`config.mk`:
```
export PLATFORM = sky130hd
export DESIGN_NAME = acc_cpu_front
export DESIGN_NICKNAME = d
export VERILOG_FILES = /design/src/rtl/acc_cpu_pkg.sv /design/src/rtl/acc_cpu_front.sv
export SDC_FILE = /design/constraint.sdc
export NUM_CORES = 1
export LEC_CHECK = 0
export BUFFER_PORTS_ARGS = -buffer_cell sky130_fd_sc_hd__buf_2
export CAP_MARGIN = 20
export CORE_MARGIN = 10
export CORE_UTILIZATION = 45
export DETAILED_ROUTE_END_ITERATION = 6
export GPL_TIMING_DRIVEN = 0
export PLACE_DENSITY = 0.7
export SLEW_MARGIN = 20
export SYNTH_ARGS = -nofsm -noshare
export SYNTH_HDL_FRONTEND = slang
export SYNTH_SLANG_ARGS = --single-unit
```
`constraint.sdc`:
```
create_clock -name clk -period 2.6 [get_ports clk]
set_input_delay 0.52 -clock clk [delete_from_list [all_inputs] [get_ports clk]]
set_output_delay 0.52 -clock clk [all_outputs]
set_load 0.01 [all_outputs]
```
`src/rtl/acc_cpu_pkg.sv`:
```
// Shared types and constants for the accumulator core.
package acc_cpu_pkg;

  localparam int MEM_BYTES_DEF = 65536;
  localparam logic [15:0] STACK_BASE_RST = 16'(1024 * 32);

  localparam logic [1:0] REQ_LOAD    = 2'd0;
  localparam logic [1:0] REQ_STEP    = 2'd1;
  localparam logic [1:0] REQ_RESTART = 2'd2;

  localparam logic [2:0] ST_OK     = 3'd0;
  localparam logic [2:0] ST_HLT    = 3'd1;
  localparam logic [2:0] ST_BADLRA = 3'd2;
  localparam logic [2:0] ST_BADOP  = 3'd3;
  localparam logic [2:0] ST_DIVZ   = 3'd4;
  localparam logic [2:0] ST_HALTED = 3'd5;

  localparam logic [7:0] OP_HLT = 8'd0;
  localparam logic [7:0] OP_ADD = 8'd4;
  localparam logic [7:0] OP_SUB = 8'd5;
  localparam logic [7:0] OP_MUL = 8'd6;
  localparam logic [7:0] OP_DIV = 8'd7;
  localparam logic [7:0] OP_LTB = 8'd8;
  localparam logic [7:0] OP_BSR = 8'd9;
  localparam logic [7:0] OP_BSL = 8'd10;
  localparam logic [7:0] OP_MOD = 8'd11;
  localparam logic [7:0] OP_BIO = 8'd12;
  localparam logic [7:0] OP_BIA = 8'd13;
  localparam logic [7:0] OP_BIX = 8'd14;
  localparam logic [7:0] OP_BIN = 8'd15;
  localparam logic [7:0] OP_BLO = 8'd16;
  localparam logic [7:0] OP_BLA = 8'd17;
  localparam logic [7:0] OP_BLX = 8'd18;
  localparam logic [7:0] OP_BLN = 8'd19;
  localparam logic [7:0] OP_TEQ = 8'd20;
  localparam logic [7:0] OP_JMP = 8'd21;
  localparam logic [7:0] OP_JEZ = 8'd22;
  localparam logic [7:0] OP_JNZ = 8'd23;
  localparam logic [7:0] OP_LIA = 8'd24;
  localparam logic [7:0] OP_LIB = 8'd25;
  localparam logic [7:0] OP_SWP = 8'd26;
  localparam logic [7:0] OP_LMA = 8'd27;
  localparam logic [7:0] OP_SMA = 8'd28;
  localparam logic [7:0] OP_LRA = 8'd29;
  localparam logic [7:0] OP_POP = 8'd30;
  localparam logic [7:0] OP_PSH = 8'd31;

  typedef struct packed {
    logic [1:0]  req_type;
    logic [15:0] load_addr;
    logic [7:0]  load_byte;
  } in_req_t;

  typedef struct packed {
    logic [15:0] reg_a;
    logic [15:0] reg_b;
    logic [15:0] stack_ptr;
    logic [15:0] prog_ctr;
    logic        carry;
    logic        halted;
    logic [2:0]  status;
  } out_res_t;

endpackage

```
`src/rtl/acc_cpu_front.sv`:
```
// Front end: takes requests and queues them for the execution unit.
module acc_cpu_front (
  input  logic                  clk,
  input  logic                  rst_n,
  input  logic                  start,
  output logic                  busy,
  input  acc_cpu_pkg::in_req_t  in_req,
  output logic                  q_valid,
  output acc_cpu_pkg::in_req_t  q_req,
  input  logic                  q_pop
);
  import acc_cpu_pkg::*;

  // Two-entry queue of requests.
  in_req_t    slot_r [2];
  logic [1:0] cnt_r;
  logic [1:0] cnt_nxt;
  logic       rd_r;
  logic       push;

  assign busy    = (cnt_r == 2'd2);
  assign push    = start && !busy;
  assign q_valid = (cnt_r != 2'd0);
  assign q_req   = slot_r[rd_r];

  always_comb begin
    cnt_nxt = cnt_r;
    if (push && !q_pop) cnt_nxt = cnt_r + 2'd1;
    else if (!push && q_pop) cnt_nxt = cnt_r - 2'd1;
  end

  always_ff @(posedge clk) begin
    if (!rst_n) begin
      cnt_r <= 2'd0;
      rd_r  <= 1'b0;
    end else begin
      cnt_r <= cnt_nxt;
      if (q_pop) rd_r <= ~rd_r;
    end
    if (push) begin
      slot_r[rd_r ^ cnt_r[0]] <= in_req;
    end
  end
endmodule

```
-- After elaboration in Yosys (flattened, before gate mapping)
Memories as Yosys holds them, arrays and structs flattened. A register that Yosys moved wholly into a read port is not among the register bits.
Index checks and enable logic that the tools add are counted.
- word-level logic and storage cells: 22
- register bits: 3
- RAM bits: 52
- output and inout bits: 28
- memories kept: 1
- bits of input ports: 30
- $add $sub $neg: 2
- reductions and logical operators: 8
- bitwise logic cells: 2
- equal/unequal tests: 1
- muxes and demuxes: 6
- memory list (memory ; words ; width ; read ports ; clocked after Yosys merged registers in ; write ports ; line ; RTL):
    slot_r ; 2 ; 26 ; 1 ; 1 ; 1 ; acc_cpu_front.sv:15 ; in_req_t slot_r [2];
- operator list (operator ; count):
    $mux W1 ; 4
    $mux W2 ; 2
    $reduce_bool A2 Y1 ; 2
    $logic_and A1 B1 Y1 ; 3
    $logic_not A1 Y1 ; 3
    $add A2 B1 Y2 const B ; 1
    $eq A2 B2 Y1 const B ; 1
    $sub A2 B1 Y2 const B ; 1
    $not A1 Y1 ; 1
    $xor A1 B1 Y1 ; 1

-- Logic depth before layout (Yosys ltp)
- word-level depth: 7
- mapped depth: 7

-- Worst setup path before layout
No wires, ideal clock.
- path type: register -> register
- start point: reg cnt_r[0]
- end point: mem slot_r[0][0] (netlist bit), enable pin
- library setup time: 412 ps
- required time: 2188 ps
- path buffers: 1
- stages on the path, launching flop included: 5
- arrival: 1780 ps
- path slack: 408 ps
- clock period less this slack: 2192 ps
- path through: dfxtp_1 > buf_6 > nor3_1 > a21oi_1 > nor2b_1
- cells in the longest elaborated chain, start to end: 5
- elaborated cells on any way between the ends: 6
- those cells by class: eq/ne: 1; mux: 2; bitwise: 1; reduce/logical: 2
- RTL lines (item ; line ; RTL):
    from (decl) ; acc_cpu_front.sv:16 ; logic [1:0] cnt_r;
    from (signal assigned) ; acc_cpu_front.sv:37 ; cnt_r <= cnt_nxt;
    $eq A2 B2 Y1 ; acc_cpu_front.sv:21 ; assign busy = (cnt_r == 2'd2);
    $logic_not A1 Y1 ; acc_cpu_front.sv:22 ; assign push = start && !busy;
    $logic_and A1 B1 Y1 ; acc_cpu_front.sv:22 ;
    $mux W1 ; acc_cpu_front.sv:40 ; if (push) begin
    $mux W1 (not written as such) ; acc_cpu_front.sv:41 ; slot_r[rd_r ^ cnt_r[0]] <= in_req;
    to (decl) ; acc_cpu_front.sv:15 ;
Several ways; a longest one is shown, not always the timed one.

==> out/qor.txt <==
Status: complete, no violations
Worst-Skew Late Latency: 290 ps
Required @ worst endpoint: 2080 ps
Setup violators final: 0
DR WL/cell: 17.1 µm
Pwr Density: 815 nW/µm²
Final ANT Viol Nets: 0
Clock root buffer: clkbuf_8
Die Height: 88.3 µm
WL final: 3820 µm
DRC violation total after the first TritonRoute iteration: 51
Num Clock Sinks: 56
GRT Residual Overflow: 0
Post-synth top area cell: edfxtp_1
Die area: 7790 µm²
Ports: 58
Placed Cells: 215
Top cells by area, synth: edfxtp_1 (74%), mux2_2 (14%), dfxtp_1 (3.8%)
Worst setup EP type: primary output
Worst VDD drop: 0.516 mV
Final period utilization: 81.4%
Slew headroom: 48.8%
# H-tree levels: 2
Chip Width: 88.3 µm
Period minus WS final: 2120 ps
Site row count: 24
GRT Total Usage: 9.97%
Hold EP: slot_r[1][1]$_DFFE_PP_
Vias: 1,095
# DRC: 0
Clk_skew: 6.14 ps
GPL Wtd Cong: 0.655
Setup bufs post-CTS: 0
Hold Crit Class: input pin to flip-flop
Comb power frac: 18.8%
Worst Max-Slew Pin Slew: 766 ps
Layout overhead on the synthesized area: 22.4%
WP data arrival: 1600 ps
Number of synthesized register bits: 56
R2r startpoint: cnt_r[0]$_SDFFE_PN0P_
Pleak: 0.000989 µW
Vias per std cell: 4.91
RSZ-0062 raised after global routing: no
Synth cell types: 19
CTS clk-pin slew, worst paths: 90 ps
DR pass1 iterations: 3
Pin count of the biggest net entering global routing: 27
CTS tree: built
Core Util, Final: 57.8%
Syn nets: 137
CTS buffer count: 5
Critical Path Start Type: flip-flop
Final-report hold violation count: 0
WS Path Type: flip-flop to primary output
Synth warn: 0
FMAX: 0.472 GHz
Cell-internal power: 1590 µW
Clock Power Share: 25.8%
Worst hold start: in_req[1]
Buffers on Ports: 57
NumNets Final: 201
Reg2Reg Setup Slack: 750 ps
Worst reg-to-reg path cell count: 4
Total negative slack: 0 ps
Max-cap viol count: 0
Flop pwr share: 55.4%
Vias in the first global route: 1,211
WHS Path Cells: 1
Synth Cell Area: 2100 µm²
Diodes inserted: 0
Initial antenna violation count: 0
Global-route wire length before repair: 5860 µm
Post-CTS Resized: 0
Post-synth top area share: 74.4%
Max-slew violations: 0
Final HPWL DP: 2810 µm
# hold bufs at CTS: 0
CP Max Fanout: 10
WHS: 407 ps
Synth Area per Inst: 19.8 µm²
CTS max path bufs: 2
Post-synthesis cell count: 106
Switch share: 24.0%
Total core area: 4440 µm²
R2r endpoint: slot_r[1][25]$_DFFE_PP_
Starting Density: 47.2%
Design Area, Final: 2570 µm²
Finished Layout Cells: 223
Seq/Total Area, Yosys: 78.2%
Layout cells sized above 1: 57.9%
Area after DPL: 2460 µm²
Psw: 503 µW
-- cell type report --
class | count | area, µm²
Buffer | 4 | 26.3
Clock buffer | 5 | 68.8
Multi-Input combinational cell | 44 | 432
Inverter | 2 | 7.51
Fill cell | 377 | 1880
Clock inverter | 3 | 42.5
Timing Repair Buffer | 57 | 285
Sequential cell | 56 | 1640
Tap cell | 52 | 65.1
-- state kept, by name, indices dropped and copies added, names as in the netlist, named ones only --
| name | flops |
|---|---|
| slot_r | 52 |
| cnt_r | 2 |
| rd_r | 1 |
-- placed cells by master (no fill, tap or decap), drive strengths merged --
cell type and n:
or3 1, edfxtp 52, and2b 1, dfxtp 4, clkbuf 5, clkinvlp 1, nor2b 2, o21ai 1
a21boi 1, mux2 26, buf 61, or2 1, xnor2 1, ha 1, a21oi 1, inv 2
bufinv 1, xor2 2, and2 4, clkinv 1, mux2i 1, nor3 1
-- stage by stage --
step           worst slack (ps)  total power [µW]
6_report                    483              2090
4_1_cts                     441              2120
3_5_place_dp                748              1580
5_1_grt                     347              2200
3_3_place_gp               -192              1560
2_1_floorplan               408              1420
-- cells by family (layout without fill, tap and decap cells) --
family | count (synthesis) | after routing | share of synthesized area, %
flip-flops | 56 | 56 | 78.2
multiplexers | 27 | 27 | 14.4
AND/OR/NAND/NOR | 10 | 10 | 3.04
buffers and inverters | 6 | 71 | 1.61
AO/OA/AOI/OAI | 3 | 3 | 0.835
XOR/XNOR | 3 | 3 | 1.25
adder cells (fa/ha/maj) | 1 | 1 | 0.596
-- cell usage after synthesis --
| master | count |
|---|---|
| mux2_2 | 26 |
| nor2b_1 | 2 |
| a21boi_1 | 1 |
| ha_1 | 1 |
| mux2i_1 | 1 |
| and2_1 | 4 |
| a21oi_1 | 1 |
| and2b_2 | 1 |
| nor3_1 | 1 |
| or2_2 | 1 |
| xor2_1 | 2 |
| edfxtp_1 | 52 |
| or3_1 | 1 |
| buf_2 | 3 |
| inv_1 | 2 |
| dfxtp_1 | 4 |
| xnor2_1 | 1 |
| buf_6 | 1 |
| o21ai_0 | 1 |
-- power by group through the flow --
stage | clock, µW | combinational (µW) | sequential (µW)
4_1_cts | 554 | 405 | 1160
2_1_floorplan | 0 | 244 | 1170
6_report | 540 | 394 | 1160
3_5_place_dp | 0 | 403 | 1180
3_3_place_gp | 0 | 381 | 1180
5_1_grt | 595 | 438 | 1170
-- critical path, stage by stage, from the launching register on --
cell and delay, ps:
dfxtp_1 310, buf_2 200, buf_2 290, mux2_2 370
buf_2 140
-- worst max path at each step --
stage | startpoint | end | slack, ps | depth (start not counted)
CTS | flip-flop | q_req[15] | 440 | 4
finish | flip-flop | q_req[7] | 480 | 4
detailed placement | cnt_r[0]$_SDFFE_PN0P_ | slot_r[1][8]$_DFFE_PP_ | 750 | 4
floorplan | cnt_r[0]$_SDFFE_PN0P_ | slot_r[0][0]$_DFFE_PP_ | 410 | 4
global placement | start | slot_r[0][2]$_DFFE_PP_ | -190 | 2
global route | flip-flop | q_req[15] | 350 | 4
-- per-layer routing --
layer  vias up  wire length, µm  GRT usage [%]  part of all wire (%)
met1       528             1420           10.2                    37
met5         -                0              0                     0
li1        527                -              -                     -
met3         4              349           4.87                   9.1
met4         0               36           3.23                  0.94
met2        36             2020           17.5                    53
Note: power is estimated with default switching activity, not from simulation.
